<file path="config.mk">
export PLATFORM = sky130hd
export DESIGN_NAME = time_of_day_string_parser_core
export DESIGN_NICKNAME = d
export VERILOG_FILES = /design/src/rtl/tods_pkg.sv /design/src/rtl/tods_parse.sv /design/src/rtl/time_of_day_string_parser_core.sv
export VERILOG_INCLUDE_DIRS = /design/src /design/src/rtl
export SDC_FILE = /design/constraint.sdc
export NUM_CORES = 1
export LEC_CHECK = 0
export ABC_AREA = 1
export BUFFER_PORTS_ARGS = -buffer_cell sky130_fd_sc_hd__buf_2
export CAP_MARGIN = 30
export CORE_ASPECT_RATIO = 1.1
export CORE_MARGIN = 3
export CORE_UTILIZATION = 60
export DETAILED_ROUTE_END_ITERATION = 10
export GPL_ROUTABILITY_DRIVEN = 0
export MAX_ROUTING_LAYER = met4
export PLACE_DENSITY = 0.8
export SLEW_MARGIN = 0
export SYNTH_ARGS = -nofsm -noshare
export SYNTH_HDL_FRONTEND = slang
export SYNTH_HIERARCHICAL = 1
export SYNTH_SLANG_ARGS = --single-unit
</file>
<file path="constraint.sdc">
create_clock -name clk_i -period 10.67 [get_ports clk_i]
set_clock_uncertainty 0.2 [all_clocks]
set_input_delay 1.067 -clock clk_i [delete_from_list [all_inputs] [get_ports clk_i]]
set_output_delay 1.067 -clock clk_i [all_outputs]
set_load 0.01 [all_outputs]
</file>
<file path="src/rtl/time_of_day_string_parser_core_macros.svh">
// Assertion macros shared by the time-of-day parser RTL.
// Users must provide clk_i and rst_ni in the including scope.
`ifndef TIME_OF_DAY_STRING_PARSER_CORE_MACROS_SVH
`define TIME_OF_DAY_STRING_PARSER_CORE_MACROS_SVH

// Same-cycle implication, disabled during reset.
`define TODS_ASSERT_IMP(lbl, ante, cons, msg) \
  lbl: assert property (@(posedge clk_i) disable iff (!rst_ni) (ante) |-> (cons)) \
    else $error(msg);

// Next-cycle implication, disabled during reset.
`define TODS_ASSERT_NXT(lbl, ante, cons, msg) \
  lbl: assert property (@(posedge clk_i) disable iff (!rst_ni) (ante) |=> (cons)) \
    else $error(msg);

`endif

</file>
<file path="src/rtl/tods_pkg.sv">
// Package for the time-of-day string parser: payload types, parse state,
// character constants and the per-byte parse step. No dependencies.
package tods_pkg;

  typedef struct packed {
    logic [7:0] char_in;
    logic       last;
  } in_t;

  typedef struct packed {
    logic       valid_res;
    logic [4:0] hours;
    logic [5:0] minutes;
    logic [5:0] seconds;
    logic       has_seconds;
  } out_t;

  typedef enum logic [4:0] {
    PH_HOURS   = 5'b00001,
    PH_MINUTES = 5'b00010,
    PH_SECONDS = 5'b00100,
    PH_OK      = 5'b01000,
    PH_FAIL    = 5'b10000
  } phase_e;

  typedef struct packed {
    phase_e     phase;
    logic [6:0] acc;
    logic       seen;
    logic [4:0] hrs;
    logic [5:0] mins;
    logic [5:0] secs;
    logic       secs_present;
  } parse_t;

  localparam logic [7:0] CharZero  = 8'h30;
  localparam logic [7:0] CharNine  = 8'h39;
  localparam logic [7:0] CharColon = 8'h3A;
  localparam logic [7:0] CharNul   = 8'h00;
  localparam logic [6:0] MaxHours  = 7'd23;
  localparam logic [6:0] MaxMinSec = 7'd59;
  localparam logic [9:0] AccSat    = 10'd99;

  localparam parse_t ParseReset = '{
    phase: PH_HOURS, acc: '0, seen: 1'b0, hrs: '0, mins: '0, secs: '0,
    secs_present: 1'b0
  };

  // Applies one byte to the parse state; a zero byte stands for the string end.
  function automatic parse_t take_byte(parse_t s, logic [7:0] c);
    parse_t     r;
    logic       dig;
    logic [7:0] d;
    logic [9:0] v;
    logic       part_ok;
    r       = s;
    dig     = c inside {[CharZero:CharNine]};
    d       = c - CharZero;
    v       = ({3'b000, s.acc} << 3) + ({3'b000, s.acc} << 1) + {2'b00, d};
    part_ok = 1'b0;
    if (s.phase == PH_OK || s.phase == PH_FAIL) begin
      r = s;
    end else if (dig) begin
      r.acc  = (v > AccSat) ? AccSat[6:0] : v[6:0];
      r.seen = 1'b1;
    end else begin
      case (s.phase)
        PH_HOURS: begin
          part_ok = s.seen && (s.acc <= MaxHours) && (c == CharColon);
          if (part_ok) begin
            r.hrs   = s.acc[4:0];
            r.phase = PH_MINUTES;
          end else begin
            r.phase = PH_FAIL;
          end
        end
        PH_MINUTES: begin
          part_ok = s.seen && (s.acc <= MaxMinSec);
          if (part_ok) begin
            r.mins  = s.acc[5:0];
            r.phase = (c == CharColon) ? PH_SECONDS : PH_OK;
          end else begin
            r.phase = PH_FAIL;
          end
        end
        default: begin
          part_ok = s.seen && (s.acc <= MaxMinSec);
          if (part_ok) begin
            r.secs         = s.acc[5:0];
            r.secs_present = 1'b1;
            r.phase        = PH_OK;
          end else begin
            r.phase = PH_FAIL;
          end
        end
      endcase
      r.acc  = '0;
      r.seen = 1'b0;
    end
    return r;
  endfunction

endpackage

</file>
<file path="src/rtl/tods_parse.sv">
// Parse state register and per-byte update logic with result formation.
// Depends on tods_pkg.
module tods_parse (
  input  logic               clk_i,
  input  logic               rst_ni,
  input  logic               fire_i,
  input  tods_pkg::in_t      byte_i,
  output tods_pkg::out_t     res_o
);
  import tods_pkg::*;

  parse_t state_q, state_d;
  parse_t after_byte;
  parse_t after_end;
  logic   ok;

  always_comb begin
    after_byte = take_byte(state_q, byte_i.char_in);
    after_end  = take_byte(after_byte, CharNul);
    ok         = (after_end.phase == PH_OK);
    res_o.valid_res   = ok;
    res_o.hours       = ok ? after_end.hrs : '0;
    res_o.minutes     = ok ? after_end.mins : '0;
    res_o.seconds     = (ok && after_end.secs_present) ? after_end.secs : '0;
    res_o.has_seconds = ok && after_end.secs_present;
    state_d = state_q;
    if (fire_i) begin
      state_d = byte_i.last ? ParseReset : after_byte;
    end
  end

  always_ff @(posedge clk_i or negedge rst_ni) begin
    if (!rst_ni) begin
      state_q <= ParseReset;
    end else begin
      state_q <= state_d;
    end
  end

endmodule

</file>
<file path="src/rtl/time_of_day_string_parser_core.sv">
// Top level of the time-of-day string parser: input register, parse unit,
// result register. Depends on tods_pkg, tods_parse and the macros header.
//
//   Channel | Direction | Handshake             | Payload
//   in      | input     | in_valid_i/in_ready_o | in_i  (char_in, last)
//   out     | output    | out_valid_o/out_ready_i | out_o (one result per string)
//
// One byte is accepted per cycle while no last byte is stalled; a result is registered when its last byte advances.
// The parse state update in tods_parse sets the rate: one byte per cycle while no last byte is stalled.
// Reset returns the parser to the hours field and empties both registers.
// A stalled output holds only bytes marked last; other bytes keep flowing.
`include "time_of_day_string_parser_core_macros.svh"

module time_of_day_string_parser_core (
  input  logic           clk_i,
  input  logic           rst_ni,
  input  logic           in_valid_i,
  output logic           in_ready_o,
  input  tods_pkg::in_t  in_i,
  output logic           out_valid_o,
  input  logic           out_ready_i,
  output tods_pkg::out_t out_o
);
  import tods_pkg::*;

  in_t  s1_q;
  logic s1_valid_q;
  out_t out_q;
  logic out_valid_q;
  out_t res;
  logic out_free;
  logic s1_adv;

  assign out_free   = !out_valid_q || out_ready_i;
  assign s1_adv     = s1_valid_q && (!s1_q.last || out_free);
  assign in_ready_o = !s1_valid_q || s1_adv;

  tods_parse u_parse (
    .clk_i  (clk_i),
    .rst_ni (rst_ni),
    .fire_i (s1_adv),
    .byte_i (s1_q),
    .res_o  (res)
  );

  always_ff @(posedge clk_i or negedge rst_ni) begin
    if (!rst_ni) begin
      s1_valid_q <= 1'b0;
    end else if (in_valid_i && in_ready_o) begin
      s1_valid_q <= 1'b1;
    end else if (s1_adv) begin
      s1_valid_q <= 1'b0;
    end
  end

  always_ff @(posedge clk_i) begin
    if (in_valid_i && in_ready_o) begin
      s1_q <= in_i;
    end
  end

  always_ff @(posedge clk_i or negedge rst_ni) begin
    if (!rst_ni) begin
      out_valid_q <= 1'b0;
    end else if (s1_adv && s1_q.last) begin
      out_valid_q <= 1'b1;
    end else if (out_ready_i) begin
      out_valid_q <= 1'b0;
    end
  end

  always_ff @(posedge clk_i) begin
    if (s1_adv && s1_q.last) begin
      out_q <= res;
    end
  end

  assign out_valid_o = out_valid_q;
  assign out_o       = out_q;

  `TODS_ASSERT_IMP(a_invalid_zero, out_valid_o && !out_o.valid_res,
    out_o.hours == 5'd0 && out_o.minutes == 6'd0 && out_o.seconds == 6'd0
      && !out_o.has_seconds,
    "Invalid result carries nonzero fields.")
  `TODS_ASSERT_IMP(a_valid_range, out_valid_o && out_o.valid_res,
    out_o.hours <= 5'd23 && out_o.minutes <= 6'd59 && out_o.seconds <= 6'd59,
    "Valid result out of range.")
  `TODS_ASSERT_IMP(a_no_secs_zero, out_valid_o && !out_o.has_seconds,
    out_o.seconds == 6'd0, "Seconds set without a seconds part.")
  `TODS_ASSERT_IMP(a_hold_blocks, s1_valid_q && !s1_adv, !in_ready_o,
    "Input taken while the held byte is stalled.")
  `TODS_ASSERT_NXT(a_last_makes_result, s1_adv && s1_q.last, out_valid_q,
    "Last byte produced no result.")

endmodule
</file>
### Word level (Yosys, flattened, before mapping)

Cells that the tools add are included.

| word-level totals | value |
|---|---|
| register bits after elaboration | 61 |
| bits in latches | 0 |
| bits in writable memories | 0 |
| ROM bits | 0 |
| input bits | 13 |
| memories kept | 0 |

| operators by class | value |
|---|---|
| add/sub/neg operators | 3 |
| multipliers | 0 |
| divide/modulo/power cells | 0 |
| magnitude comparators | 6 |
| equal/unequal tests | 10 |
| shifts and indexed selects | 0 |
| muxes and demuxes | 29 |
| bitwise gates (word level) | 0 |
| reductions and logical operators | 21 |

Operator list:

| cell | number |
|---|---|
| 2-to-1 mux 31 bit | 2 |
| 2-to-1 mux 5 bit | 8 |
| 2-to-1 mux 7 bit | 5 |
| 2-to-1 mux 13 bit | 2 |
| 2-to-1 mux 6 bit | 4 |
| adder 10 x 8 -> 10 bit | 2 |
| 2-to-1 mux 18 bit | 1 |
| equality test 5 x 4 -> 1 bit (second input constant) | 3 |
| <= comparator 7 x 6 -> 1 bit (second input constant) | 2 |
| equality test 5 x 1 -> 1 bit (second input constant) | 2 |
| equality test 5 x 2 -> 1 bit (second input constant) | 2 |
| equality test 5 bit (second input constant) | 2 |
| greater-than comparator 10 x 7 -> 1 bit (second input constant) | 1 |
| one-hot mux 5 bit (2 select lines) | 1 |
| logical AND 1 bit | 9 |
| equality test 8 x 6 -> 1 bit (second input constant) | 1 |
| >= comparator 8 x 6 -> 1 bit (second input constant) | 1 |
| <= comparator 8 x 6 -> 1 bit (second input constant) | 1 |
| 2-to-1 mux 8 bit | 1 |
| subtractor 8 x 6 -> 8 bit (second input constant) | 1 |
| <= comparator 7 x 5 -> 1 bit (second input constant) | 1 |
| logical OR 1 bit | 5 |
| 2-to-1 mux 1 bit | 4 |
| 2-to-1 mux 4 bit | 1 |
| 3 further kinds | 7 |

### Logic depth before layout (Yosys ltp)

| depth | value |
|---|---|
| word-level depth | 14 |
| mapped depth | 23 |
| gate-level depth less buffers | 22 |

### Modules after synthesis

Netlist, hierarchy kept.

By module, submodules not included:

| module | times used | cells each | area an instance (µm²) | sequential area each (µm²) |
|---|---|---|---|---|
| tods_parse | 1 | 405 | 2800.2 | 777.0 |
| time_of_day_string_parser_core | 1 | 43 | 950.9 | 890.9 |

### Worst setup path before layout

No wires, ideal clock.

| timing | value |
|---|---|
| path type | register -> register |
| from | register s1_q[5] (netlist name) |
| to | register out_q, in the netlist out_o[10] (data pin) |
| library setup time | 0.253 ns |
| arrival time | 3.028 ns |
| required time | 10.217 ns |
| path slack | 7.188 ns |
| cell stages (with the launch flop) | 23 |
| buffers on the path | 1 |
| path through | edfxtp_1 -> ha_1 -> xor2_1 -> fa_1 -> inv_1 -> ha_1 -> nand2_1 -> nand2_1 -> a21oi_2 -> nand3_1 -> nand2_2 -> nand2_2 -> nor2_4 -> nand2_2 -> nand2_4 -> nand2_2 -> nor2_2 -> nor2_2 -> nand2_2 -> buf_6 -> nand2_2 -> o21ai_2 -> nor2_2 |

| on the way | value |
|---|---|
| word-level cells in the longest chain between the ends | 12 |
| elaborated cells on any way between the ends | 31 |
| those cells by class | add/sub (2); order compare (4); eq/ne (6); mux (15); reduce/logical (4) |

Ends and longest elaborated chain:

| what | line | source |
|---|---|---|
| from (decl) | time_of_day_string_parser_core.sv:26 | `in_t s1_q;` |
| from (signal assigned) | time_of_day_string_parser_core.sv:58 | `s1_q <= in_i;` |
| subtractor 8 x 6 -> 8 bit | tods_pkg.sv:58 | `d = c - CharZero;` |
| adder 10 x 8 -> 10 bit | tods_pkg.sv:59 | `v = ({3'b000, s.acc} << 3) + ({3'b000, s.acc} << 1) + {2'b00, d};` |
| greater-than comparator 10 x 7 -> 1 bit | tods_pkg.sv:64 | `r.acc = (v > AccSat) ? AccSat[6:0] : v[6:0];` |
| 2-to-1 mux 7 bit | tods_pkg.sv:64 |  |
| 2-to-1 mux 8 bit | tods_pkg.sv:63 | `end else if (dig) begin` |
| 2-to-1 mux 31 bit * | tods_pkg.sv:61 | `if (s.phase == PH_OK \|\| s.phase == PH_FAIL) begin` |
| <= comparator 7 x 6 -> 1 bit | tods_pkg.sv:78, tods_pkg.sv:87 |  |
| logical AND 1 bit | tods_pkg.sv:78, tods_pkg.sv:87 |  |
| 2-to-1 mux 5 bit | tods_pkg.sv:79, tods_pkg.sv:88 |  |
| 2-to-1 mux 5 bit | -- |  |
| 2-to-1 mux 13 bit | tods_pkg.sv:61 |  |
| equality test 5 x 4 -> 1 bit | tods_parse.sv:20 | `ok = (after_end.phase == PH_OK);` |
| to (signal assigned) | time_of_day_string_parser_core.sv:74 | `out_q <= res;` |
| to (decl) | time_of_day_string_parser_core.sv:28 | `out_t out_q;` |

Every way passes the cells marked *; elsewhere a longest branch is shown, timed or not.
A chain may end at the register's enable or synchronous reset.

### Worst setup path in the final report

| timing | value |
|---|---|
| from | register s1_q[5] (netlist name) |
| to | register out_q, in the netlist out_o[12] (data pin) |

Same word-level chain as after synthesis.

==> results.cfg <==
[cells_and_area]
mostFrequentLayoutCell = nand2_1
syn2layout_area_growth_pct = 10.64
final_cell_mix = nand2_1, inv_1, nor2_1, buf_2, dfrtp_1
design_area_um2 = 4150
antenna_cells = 0
nNetsFinal = 510
drive_above_1_share_pct = 22.22

[clock_network]
clkTransAtPathRegs_ns = 0.07
cts-resized-gates = 0
cts.sinks = 61
cts_tree = built
cts_buffer_depth = 2
clkLatencyLatePin_ns = 0.35
htree_levels = 3
cts_buffers = 9
cts-root-buf = clkbuf_8
cts_hold_buffers = 0
post_cts_buffers = 0

[floorplan]
core-area_um2 = 5914
die_w_um = 81.39
initial_core_util_pct = 63.42
die_h_um = 88.93
design.die.area_um2 = 7238
pin_count = 34
core.rowCount = 29

[timing]
slew_viol_final = 0
rsz0062_at_grt = false
min_period_over_period_pct = 38.48
setup_tns_ns = 0
tightest_slew_ns = 0.7579
max_freq_mhz = 243.6
slew_headroom_pct = 49.47
finalCriticalPeriod_ns = 4.106
hold_viol = 0
setup_violations = 0

[placed_design]
portBuffers = 33
placed_area_um2 = 3935
dp_hpwl_um = 6142

[yosys]
yosysSeqAreaShare_pct = 44.46
syn-num-nets = 477
avgSynthCellArea_um2 = 8.373
syn-cell-area_um2 = 3751
synth-edff-count = 28
synth_ff_type = dfrtp_1
synth-seq-cells = 61
yosys.area.top_type = edfxtp_1
yosysWarnings = 6
synth_cell_type_count = 39
netlist.area_leader.share_pct = 22.41
synth_top_cells_by_area = edfxtp_1, dfrtp_1, nand2_1
synth_cells = 448
postSynth.asyncResetShare_pct = 54.10

[critical_path]
critical_path_class = flop to flop
arrival_ns = 4.00
cp-start-kind = flop
endpoint_kind = flop
path_max_fanout = 12
critPathRequiredTime_ns = 10.56

[detailed_routing]
route.vias.total = 3178
vias_per_cell = 5.645
drtAntennaViolNets = 0
wirelength_um = 8444
drt_iter0_drc = 207
drc = 0
post_drt_wl_per_cell_um = 15.00
dr.pass1.iters = 5

[power_and_ir_drop]
vdd_drop_max_uv = 105.3
pwr-share-clk_pct = 37.5
intPower_w = 0.0004210
p_sw_share_pct = 29.27
leakagePower_nw = 2.003
p_comb_share_pct = 18.2
p_per_area_nw_per_um2 = 143.4
power_switching_w = 0.0001742
seqPwrFrac_pct = 44.4

[global_routing]
grt_overflow = 0
antenna_found_initial = 0
first_global_vias = 3045
grt_max_degree = 34
grt_usage_pct = 26.74
grt_pass1_wl_um = 14090

[worst_hold_path]
min_path_type = flop to flop

[job]
max_cap_violations = 0

[outcome]
status = finished, final reports clean
-- area by class of cell --
cell class,count,area (um^2)
timing repair buffer,33,165.2
multi-input combinational,315,1772
tap,77,96.34
clock inverter,6,87.58
sequential,61,1668
fill,474,1764
clock buffer,10,127.6
inverter,61,234.0
-- flip-flops by register name, summed over array words and instances (netlist names) --
| register | flops |
|---|---|
| out_o | 19 |
| s1_q | 9 |
| u_parse/state_q | 31 |
| out_valid_o | 1 |
| s1_valid_q | 1 |
-- Yosys cell counts (3+ instances only) --
master	instances
nand2_2	22
nand3_1	25
buf_6	3
edfxtp_1	28
nand3_2	5
nand2_1	102
o21ai_2	5
a21oi_1	10
dfrtp_1	32
o22ai_1	19
fa_1	6
inv_1	57
nor2_1	36
ha_1	10
clkbuf_1	6
o21ai_1	7
nor2_2	15
nand4_1	5
o21ai_0	29
-- through the flow --
stage	setup WS (ns)	utilization (%)	hold slack (ns)	cells	power, W
CTS	6.614	70.17	0.3003	563	0.0005958
detailed placement	6.646	66.53	0.2841	547	0.0003751
global placement	6.709	66.53	0.2704	547	0.0003717
finish	6.565	70.17	0.2983	563	0.0005953
global route	6.350	70.17	0.3319	563	0.0006239
floorplan	7.188	-	0.2533	448	0.0003482
-- cells by family after synthesis --
family | share of synthesized area (%)
buf+inv | 8.306
flops | 44.46
fa+ha+maj | 6.538
compound gates | 11.57
simple gates | 28.42
xor+xnor | 0.7006
-- worst max-delay path, cell delays in order (launching register included) --
cell and delay [ns]:
edfxtp_1 0.41, ha_1 0.26, xor2_1 0.18, fa_1 0.49, inv_1 0.04, ha_1 0.34, nand2_1 0.09, nand2_1 0.08
a21oi_2 0.19, nand2_2 0.09, nand2_2 0.06, nand2_2 0.05, nand2_2 0.07, nor2_4 0.06, a21oi_1 0.37, nand2_1 0.14
nor2_2 0.14, nor2_2 0.06, nand2_2 0.28, nand2_1 0.10, o21ai_1 0.10, nor2_1 0.06
-- worst paths after layout --
kind                                                 from                             end  slack [ns]  cells past startpoint
min                        u_parse/state_q[4]$_DFFE_PN0P_  u_parse/state_q[4]$_DFFE_PN0P_        0.30                      2
max                                     s1_q[5]$_DFFE_PP_             out_o[12]$_DFFE_PP_        6.56                     21
min reg2reg                u_parse/state_q[4]$_DFFE_PN0P_  u_parse/state_q[4]$_DFFE_PN0P_        0.30                      2
min in group asynchronous                          rst_ni  u_parse/state_q[9]$_DFFE_PN0P_        0.60                      1
max in group asynchronous                          rst_ni          s1_valid_q$_DFFE_PN0P_        9.19                      1
max reg2reg                             s1_q[5]$_DFFE_PP_             out_o[12]$_DFFE_PP_        6.56                     21
-- power groups by stage --
stage	Clock, W	Sequential [W]	Combinational [W]
floorplan	0	0.000268	0.0000798
global placement	0	0.000268	0.000104
detailed placement	0	0.000269	0.000107
CTS	0.000225	0.000264	0.000107
global route	0.000237	0.000265	0.000122
finish	0.000223	0.000264	0.000108
-- metal layers --
metal	vias to the layer above	share of wire [%]	wire (um)	GRT usage [%]
li1	1539	-	-	-
met5	-	0	0	-
met4	0	1.7	147	10.45
met1	1474	42	3561	32.63
met3	17	7.1	601	6.250
met2	148	49	4133	43.04
(Power assumes the default switching activity.)
